==> src/rtl/bsdf_pkg.sv <==
`default_nettype none

package bsdf_pkg;

    localparam int NUM_AXES   = 3;
    localparam int NUM_FIELDS = 3 * NUM_AXES;

    // Density output, unsigned Q1.15
    localparam int DENS_BITS = 16;
    localparam logic [DENS_BITS-1:0] HALF_Q15 = 16'd16384;
    localparam logic [DENS_BITS-1:0] ONE_Q15  = 16'd32768;

    // Inside-branch density never exceeds one half, so it fits 15 bits
    localparam int IN_DENS_BITS = 15;

    // sdf * 2^14 = dist2 * 2^(13 - FRAC_BITS), dist2 measured at twice the scale
    localparam int SDF_SHIFT = 13;

    // Square root operand: floor(S * 2^(26 - 2F)) stays below 3 * 2^28
    localparam int ROOT_PRE_SHIFT = 2 * SDF_SHIFT;
    localparam int ROOT_IN_BITS   = 30;
    localparam int ROOT_BITS      = 15;

    typedef struct packed {
        logic                    far_out;
        logic                    outside;
        logic [IN_DENS_BITS-1:0] in_dens;
    } meta_t;

endpackage

`default_nettype wire

==> src/rtl/box_sdf_density_core.sv <==
// Box signed-distance density core.
// Stages from an accepted input word to the result word on m_axis
// (4 front stages, 1 square-root operand stage, 15 square-root stages, output register).
// One word per cycle while the skid is empty; 15-stage bit-per-stage root sets depth.
// Reset: synchronous, active low; clears every valid bit, output and skid flags included.
`default_nettype none

module box_sdf_density_core #(
    parameter int COORD_BITS = 24,
    parameter int FRAC_BITS  = 8
) (
    input  wire logic aclk,
    input  wire logic aresetn,

    input  wire logic s_axis_tvalid,
    output logic      s_axis_tready,
    // tdata, low bit up: point_x, point_y, point_z, min_corner_x, min_corner_y,
    // min_corner_z, max_corner_x, max_corner_y, max_corner_z (COORD_BITS each),
    // zero fill to a whole byte
    input  wire logic [((bsdf_pkg::NUM_FIELDS*COORD_BITS+7)/8)*8-1:0] s_axis_tdata,

    output logic      m_axis_tvalid,
    input  wire logic m_axis_tready,
    // tdata, low bit up: density (unsigned Q1.15)
    output logic [bsdf_pkg::DENS_BITS-1:0] m_axis_tdata
);

    localparam int CW   = COORD_BITS;
    localparam int AW   = CW + 2;              // 2p - min - max
    localparam int HW   = CW + 1;              // max - min, and |a|
    localparam int QW   = CW + 3;              // q at twice the scale
    localparam int PW   = FRAC_BITS + 1;       // positive q below 2^(F+1)
    localparam int SQW  = 2 * PW;
    localparam int SW   = 2 * FRAC_BITS + 4;   // sum of three squares
    localparam int XW   = SW + bsdf_pkg::ROOT_PRE_SHIFT;
    localparam int FW   = FRAC_BITS + 15;
    localparam int TW   = bsdf_pkg::ROOT_IN_BITS;
    localparam int RW   = bsdf_pkg::ROOT_BITS;
    localparam int IDW  = bsdf_pkg::IN_DENS_BITS;
    localparam int DW   = bsdf_pkg::DENS_BITS;
    localparam int NAX  = bsdf_pkg::NUM_AXES;

    // Whole pipeline advances unless the skid register holds a word.
    logic en;
    logic push;

    logic out_valid_reg, out_valid_next;
    logic skid_valid_reg, skid_valid_next;
    logic [DW-1:0] out_data_reg, out_data_next;
    logic [DW-1:0] skid_data_reg, skid_data_next;

    assign en            = !skid_valid_reg;
    assign s_axis_tready = en;

    // ------------------------------------------------------------------
    // Stage 1: a = 2p - min - max, h = max - min per axis
    // ------------------------------------------------------------------
    logic signed [CW-1:0] in_p  [NAX];
    logic signed [CW-1:0] in_lo [NAX];
    logic signed [CW-1:0] in_hi [NAX];

    logic                 v1_reg;
    logic signed [AW-1:0] a_reg  [NAX];
    logic signed [AW-1:0] a_next [NAX];
    logic signed [HW-1:0] h_reg  [NAX];
    logic signed [HW-1:0] h_next [NAX];

    always_comb begin
        for (int i = 0; i < NAX; i++) begin
            in_p[i]   = $signed(s_axis_tdata[i*CW +: CW]);
            in_lo[i]  = $signed(s_axis_tdata[(NAX+i)*CW +: CW]);
            in_hi[i]  = $signed(s_axis_tdata[(2*NAX+i)*CW +: CW]);
            a_next[i] = (AW'(in_p[i]) <<< 1) - AW'(in_lo[i]) - AW'(in_hi[i]);
            h_next[i] = HW'(in_hi[i]) - HW'(in_lo[i]);
        end
    end

    // ------------------------------------------------------------------
    // Stage 2: q = |a| - h
    // ------------------------------------------------------------------
    logic                 v2_reg;
    logic signed [AW-1:0] a_neg [NAX];
    logic        [HW-1:0] a_abs [NAX];
    logic signed [QW-1:0] q_reg  [NAX];
    logic signed [QW-1:0] q_next [NAX];

    always_comb begin
        for (int i = 0; i < NAX; i++) begin
            a_neg[i]  = a_reg[i][AW-1] ? -a_reg[i] : a_reg[i];
            a_abs[i]  = a_neg[i][HW-1:0];
            q_next[i] = $signed(QW'(a_abs[i])) - QW'(h_reg[i]);
        end
    end

    // ------------------------------------------------------------------
    // Stage 3: classify, clip positive parts, take the largest q
    // ------------------------------------------------------------------
    logic                 v3_reg;
    logic                 pos [NAX];
    logic                 big [NAX];
    logic signed [QW-1:0] m01;
    logic                 far3_reg, far3_next;
    logic                 out3_reg, out3_next;
    logic        [PW-1:0] pq_reg  [NAX];
    logic        [PW-1:0] pq_next [NAX];
    logic signed [QW-1:0] m_reg, m_next;

    always_comb begin
        far3_next = 1'b0;
        out3_next = 1'b0;
        for (int i = 0; i < NAX; i++) begin
            pos[i]     = !q_reg[i][QW-1] && (q_reg[i] != '0);
            big[i]     = pos[i] && (|q_reg[i][QW-2:PW]);
            pq_next[i] = pos[i] ? q_reg[i][PW-1:0] : '0;
            far3_next  = far3_next | big[i];
            out3_next  = out3_next | pos[i];
        end
        m01    = (q_reg[1] > q_reg[0]) ? q_reg[1] : q_reg[0];
        m_next = (q_reg[2] > m01) ? q_reg[2] : m01;
    end

    // ------------------------------------------------------------------
    // Stage 4: square positive parts; magnitude of the inside distance
    // ------------------------------------------------------------------
    logic                 v4_reg;
    logic                 far4_reg, out4_reg;
    logic       [SQW-1:0] sq_reg  [NAX];
    logic       [SQW-1:0] sq_next [NAX];
    logic        [QW-1:0] mag_w;
    logic                 mag_big_reg, mag_big_next;
    logic        [PW-1:0] mag_n_reg, mag_n_next;

    always_comb begin
        for (int i = 0; i < NAX; i++) begin
            sq_next[i] = SQW'(pq_reg[i]) * SQW'(pq_reg[i]);
        end
        mag_w        = -m_reg;
        mag_big_next = |mag_w[QW-1:PW];
        mag_n_next   = mag_w[PW-1:0];
    end

    // ------------------------------------------------------------------
    // Stage 5: root operand and inside density; feeds the root pipeline
    // ------------------------------------------------------------------
    logic [SW-1:0]    s_sum;
    logic [XW-1:0]    x_wide;
    logic [FW-1:0]    scaled_w;
    logic [IDW-1:0]   in_dens_w;
    bsdf_pkg::meta_t  meta5;

    always_comb begin
        s_sum     = SW'(sq_reg[0]) + SW'(sq_reg[1]) + SW'(sq_reg[2]);
        x_wide    = {s_sum, {bsdf_pkg::ROOT_PRE_SHIFT{1'b0}}} >> (2 * FRAC_BITS);
        // ceiling of mag * 2^(13-F); exact shift when F is 13 or less
        scaled_w  = ((FW'(mag_n_reg) << bsdf_pkg::SDF_SHIFT) + FW'((1 << FRAC_BITS) - 1))
                    >> FRAC_BITS;
        in_dens_w = mag_big_reg ? '0
                  : IDW'(bsdf_pkg::HALF_Q15) - scaled_w[IDW-1:0];
        meta5.far_out = far4_reg;
        meta5.outside = out4_reg;
        meta5.in_dens = in_dens_w;
    end

    // ------------------------------------------------------------------
    // Square root: one result bit per stage, remainder kept as T - root^2
    // ------------------------------------------------------------------
    logic            sq_v_reg    [0:RW];
    logic [TW-1:0]   sq_rem_reg  [0:RW];
    logic [RW-1:0]   sq_root_reg [0:RW];
    bsdf_pkg::meta_t sq_meta_reg [0:RW];

    always_ff @(posedge aclk) begin
        if (!aresetn) begin
            v1_reg      <= 1'b0;
            v2_reg      <= 1'b0;
            v3_reg      <= 1'b0;
            v4_reg      <= 1'b0;
            sq_v_reg[0] <= 1'b0;
        end else if (en) begin
            v1_reg      <= s_axis_tvalid;
            v2_reg      <= v1_reg;
            v3_reg      <= v2_reg;
            v4_reg      <= v3_reg;
            sq_v_reg[0] <= v4_reg;
        end
    end

    always_ff @(posedge aclk) begin
        if (en) begin
            a_reg          <= a_next;
            h_reg          <= h_next;
            q_reg          <= q_next;
            far3_reg       <= far3_next;
            out3_reg       <= out3_next;
            pq_reg         <= pq_next;
            m_reg          <= m_next;
            far4_reg       <= far3_reg;
            out4_reg       <= out3_reg;
            sq_reg         <= sq_next;
            mag_big_reg    <= mag_big_next;
            mag_n_reg      <= mag_n_next;
            sq_rem_reg[0]  <= x_wide[TW-1:0];
            sq_root_reg[0] <= '0;
            sq_meta_reg[0] <= meta5;
        end
    end

    for (genvar k = 0; k < RW; k++) begin : g_root
        localparam int J = RW - 1 - k;

        logic [TW:0]   trial;
        logic          take;
        logic [TW-1:0] rem_next;
        logic [RW-1:0] root_next;

        always_comb begin
            trial     = ((TW+1)'(sq_root_reg[k]) << (J + 1)) + ((TW+1)'(1) << (2 * J));
            take      = {1'b0, sq_rem_reg[k]} >= trial;
            rem_next  = take ? sq_rem_reg[k] - trial[TW-1:0] : sq_rem_reg[k];
            root_next = take ? (sq_root_reg[k] | (RW'(1) << J)) : sq_root_reg[k];
        end

        always_ff @(posedge aclk) begin
            if (!aresetn) begin
                sq_v_reg[k+1] <= 1'b0;
            end else if (en) begin
                sq_v_reg[k+1] <= sq_v_reg[k];
            end
        end

        always_ff @(posedge aclk) begin
            if (en) begin
                sq_rem_reg[k+1]  <= rem_next;
                sq_root_reg[k+1] <= root_next;
                sq_meta_reg[k+1] <= sq_meta_reg[k];
            end
        end
    end

    // ------------------------------------------------------------------
    // Final select: far outside saturates, outside adds the root, inside
    // uses the precomputed density; outside clamps at one
    // ------------------------------------------------------------------
    logic [RW-1:0]   root_fin;
    bsdf_pkg::meta_t meta_fin;
    logic [DW-1:0]   pipe_dens;

    always_comb begin
        root_fin = sq_root_reg[RW];
        meta_fin = sq_meta_reg[RW];
        if (meta_fin.far_out) begin
            pipe_dens = bsdf_pkg::ONE_Q15;
        end else if (meta_fin.outside) begin
            pipe_dens = root_fin[RW-1] ? bsdf_pkg::ONE_Q15
                      : bsdf_pkg::HALF_Q15 + DW'(root_fin);
        end else begin
            pipe_dens = DW'(meta_fin.in_dens);
        end
    end

    assign push = en && sq_v_reg[RW];

    // ------------------------------------------------------------------
    // Output register plus skid register: a word arriving while the
    // output is stalled parks in the skid register and stops the pipe.
    // ------------------------------------------------------------------
    always_comb begin
        out_valid_next  = out_valid_reg;
        skid_valid_next = skid_valid_reg;
        out_data_next   = out_data_reg;
        skid_data_next  = skid_data_reg;
        if (!out_valid_reg || m_axis_tready) begin
            if (skid_valid_reg) begin
                out_valid_next  = 1'b1;
                out_data_next   = skid_data_reg;
                skid_valid_next = 1'b0;
            end else begin
                out_valid_next = push;
                out_data_next  = pipe_dens;
            end
        end else if (push) begin
            skid_valid_next = 1'b1;
            skid_data_next  = pipe_dens;
        end
    end

    always_ff @(posedge aclk) begin
        if (!aresetn) begin
            out_valid_reg  <= 1'b0;
            skid_valid_reg <= 1'b0;
        end else begin
            out_valid_reg  <= out_valid_next;
            skid_valid_reg <= skid_valid_next;
        end
    end

    always_ff @(posedge aclk) begin
        out_data_reg  <= out_data_next;
        skid_data_reg <= skid_data_next;
    end

    assign m_axis_tvalid = out_valid_reg;
    assign m_axis_tdata  = out_data_reg;

endmodule

`default_nettype wire

==> config.mk <==
export PLATFORM = sky130hd
export DESIGN_NAME = box_sdf_density_core
export DESIGN_NICKNAME = d
export VERILOG_FILES = /design/src/rtl/bsdf_pkg.sv /design/src/rtl/box_sdf_density_core.sv
export SDC_FILE = /design/constraint.sdc
export NUM_CORES = 2
export LEC_CHECK = 0
export ABC_AREA = 1
export BUFFER_PORTS_ARGS = -buffer_cell sky130_fd_sc_hd__clkbuf_2
export CORE_AREA = 2 2 445 447
export CTS_CLUSTER_DIAMETER = 60
export DETAILED_ROUTE_END_ITERATION = 10
export DIE_AREA = 0 0 447 449
export HOLD_SLACK_MARGIN = 0.1
export PLACE_DENSITY = 0.6
export SLEW_MARGIN = 15
export SYNTH_ARGS = -nofsm -noshare
export SYNTH_HDL_FRONTEND = slang
export SYNTH_SLANG_ARGS = --single-unit
==> constraint.sdc <==
create_clock -name aclk -period 41.4 [get_ports aclk]
set_clock_uncertainty 0.1 [all_clocks]
set_input_delay 6.21 -clock aclk [delete_from_list [all_inputs] [get_ports aclk]]
set_output_delay 6.21 -clock aclk [all_outputs]
set_load 0.005 [all_outputs]
==> flow_metrics.py <==
metrics = {
    "run_status": {
        "status": "finished, final reports clean",
    },
    "critical_path": {
        "worst-setup-path-type": "input port to flip-flop",
        "cp.required_ns": 41.88,
        "startpoint_type": "input port",
        "regToRegSetupSlack_ns": 35.46,
        "arrival_ns": 8.77,
        "critPathMaxFanout": 5,
        "crit_path_end_kind": "flip-flop",
    },
    "pwr": {
        "intPower_mw": 3.57,
        "leakage_nw": 35.8,
        "switching_share": 0.439,
        "seq_power_share": 0.323,
        "pwr-share-comb": 0.506,
        "ir_drop_mv": 0.0638,
        "power.density_nw_per_um2": 83.3,
        "p_sw_mw": 2.80,
        "clock_power_share": 0.171,
    },
    "cts": {
        "cts_sinks": 1035,
        "postCtsSetupRepairBufs": 0,
        "cts_resized": 0,
        "numCtsBuffers": 121,
        "path_clk_slew_ns": 0.06,
        "clk-insertion-delay-late_ns": 0.77,
        "cts_max_level": 3,
        "cts_tree": "built",
        "clockBufferDepth": 3,
        "cts_root_buf": "clkbuf_16",
        "ctsHoldBuffers": 0,
    },
    "placement": {
        "dp_hpwl_mm": 126,
        "gp_congestion": 0.899,
        "port-buffer-count": 237,
    },
    "layout": {
        "layout_common_cells": "nand2_1 (1296), inv_1 (1192), edfxtp_1 (1028)",
        "largest_register_ffs": 316,
        "drive_above_1_share": 0.0657,
        "final_util": 0.390,
        "final_common_cell": "nand2_1",
        "nets": 8491,
        "diodes": 0,
        "syn_to_final_growth_pct": 12.3,
    },
    "routing": {
        "wl_per_cell_um": 15.3,
        "ant_nets": 0,
        "num_vias": 48776,
        "routed_via_density": 4.77,
        "dr.pass1.iters": 6,
        "routed_wl_mm": 157,
        "drc": 0,
        "drt-initial-drc-count": 2993,
    },
    "logic_synthesis": {
        "synth.distinct_cells": 63,
        "syn_area_um2": 68100,
        "ys_warn_count": 0,
        "async_flop_share": 0,
        "syn_inst": 7182,
        "synthFlopType": "edfxtp_1",
        "ys_seq_area_frac": 0.455,
        "yosys.area.top_type_share": 0.453,
        "synth-edff-count": 1028,
        "synth.avg_cell_area_um2": 9.48,
        "synth_largest_area_cell": "edfxtp_1",
        "synthTopCellsByArea": "edfxtp_1 (45%), ha_1 (11%), nand2_1 (7.1%), inv_1 (6.6%), fa_1 (5.9%)",
        "ys_ff_latch": 1035,
    },
    "floorplanning": {
        "pin_count": 238,
        "design.die.area_um2": 201000,
        "die_y_um": 449,
        "core_um2": 196000,
        "initial_core_util": 0.347,
        "rows": 163,
        "die_w_um": 447,
    },
    "grt": {
        "antenna_found_initial": 0,
        "grt_overflow": 0,
        "grt_pass1_vias": 49178,
        "grt_max_degree": 178,
        "grt_util_all_layers": 0.155,
        "grt_pass1_wl_mm": 253,
    },
    "timing": {
        "tns_ns": 0,
        "fmax_ghz": 0.121,
        "maxSlewViolCount": 0,
        "post-route-period-util": 0.200,
        "period_needed_ns": 8.29,
        "rsz0062_at_grt": "no",
        "setup_viol": 0,
        "tightestPinTransition_ns": 1.01,
        "hold_viol_final": 0,
        "slew_headroom": 0.329,
    },
    "job": {
        "maxCapViolations": 0,
    },
    "min_path": {
        "hold_class": "flip-flop to flip-flop",
    },
}
## synth_stat cells, drive strengths merged (3+ instances only)
master   count
fa         202
inv       1198
a21boi      21
and2         5
clkinv       5
ha         594
o22ai        3
o21ai      361
o211ai      18
buf         29
o2111ai     10
o21a        18
a31oi       43
xor2       324
a31o         3
nor2       612
nor3b        4
xnor2      160
nand3      312
a21oi      441
dfxtp        7
nor4        48
nand2     1300
clkbuf      52
a211oi      11
o21bai      38
or2         28
edfxtp    1028
a21o        44
nand3b      11
nor3        90
nand4      141
o31ai        3
and3         4
## routing by layer
| metal | vias to the layer above | track usage | share of wire |
|---|---|---|---|
| met5 | - | 0 | 0 |
| met4 | 0 | 0.0510 | 0.033 |
| met3 | 251 | 0.0205 | 0.036 |
| met2 | 950 | 0.286 | 0.52 |
| met1 | 23008 | 0.183 | 0.42 |
| li1 | 24567 | - | - |
## final cells by class
| class | count | area (µm²) |
|---|---|---|
| inverters | 1203 | 4520 |
| well taps | 2640 | 3300 |
| multi-input cells | 4865 | 32200 |
| clock buffers | 142 | 3140 |
| fillers | 19534 | 120000 |
| flip-flops and latches | 1035 | 31000 |
| clock inverters | 88 | 1020 |
| repair buffers | 249 | 1300 |
## path summary, 6_finish.rpt
kind         cells past startpoint                      endpoint                    startpoint
min reg2reg                      0  sq_meta_reg[5][32]$_DFFE_PN_  sq_meta_reg[5][15]$_DFFE_PN_
max reg2reg                     19           m_reg[24]$_DFFE_PN_           q_reg[80]$_DFFE_PN_
min                              0  sq_meta_reg[5][32]$_DFFE_PN_  sq_meta_reg[5][15]$_DFFE_PN_
max                             13           a_reg[43]$_DFFE_PN_             s_axis_tdata[100]
## power groups by stage
stage / combinational [mW] / sequential [mW] / clock [mW]
6_report: 3.23 / 2.06 / 1.09
5_1_grt: 3.68 / 2.10 / 1.16
4_1_cts: 3.24 / 2.06 / 1.12
3_5_place_dp: 3.21 / 2.08 / 0
3_3_place_gp: 3.17 / 2.07 / 0
2_1_floorplan: 2.45 / 1.92 / 0
## worst max-delay path: stages
cell,delay [ns]
clkbuf_2,0.09
inv_1,0.11
fa_1,0.43
ha_1,0.38
nand2_1,0.11
o211ai_1,0.61
nand2_1,0.10
nand2_1,0.22
nand2_1,0.08
nand2_1,0.10
nand2_1,0.06
nand2_1,0.07
xor2_1,0.19
## kinds of logic (layout without fill, tap and decap cells)
group,Yosys count,in the layout,synth area share
flops,1035,1035,0.455
mux,2,2,0.000331
simple gates,2558,2558,0.159
buf+inv,1284,1682,0.0717
other cells,1,3,0.0000550
compound gates,1022,1022,0.0829
xor+xnor,484,484,0.0622
fa+ha+maj,796,796,0.168
## stage by stage
stage | setup slack [ns] | hold slack [ns] | area, µm² | power (mW) | cells
floorplan | 7.68 | 0.300 | 68100 | 4.37 | 7184
global placement | 32.34 | 0.300 | 72400 | 5.24 | 9992
CTS | 33.04 | 0.315 | 76500 | 6.41 | 10222
detailed placement | 32.31 | 0.305 | 72400 | 5.29 | 9992
finish | 33.11 | 0.307 | 76500 | 6.37 | 10222
global route | 32.96 | 0.322 | 76500 | 6.94 | 10222
Note: power is estimated with default switching activity, not from simulation.
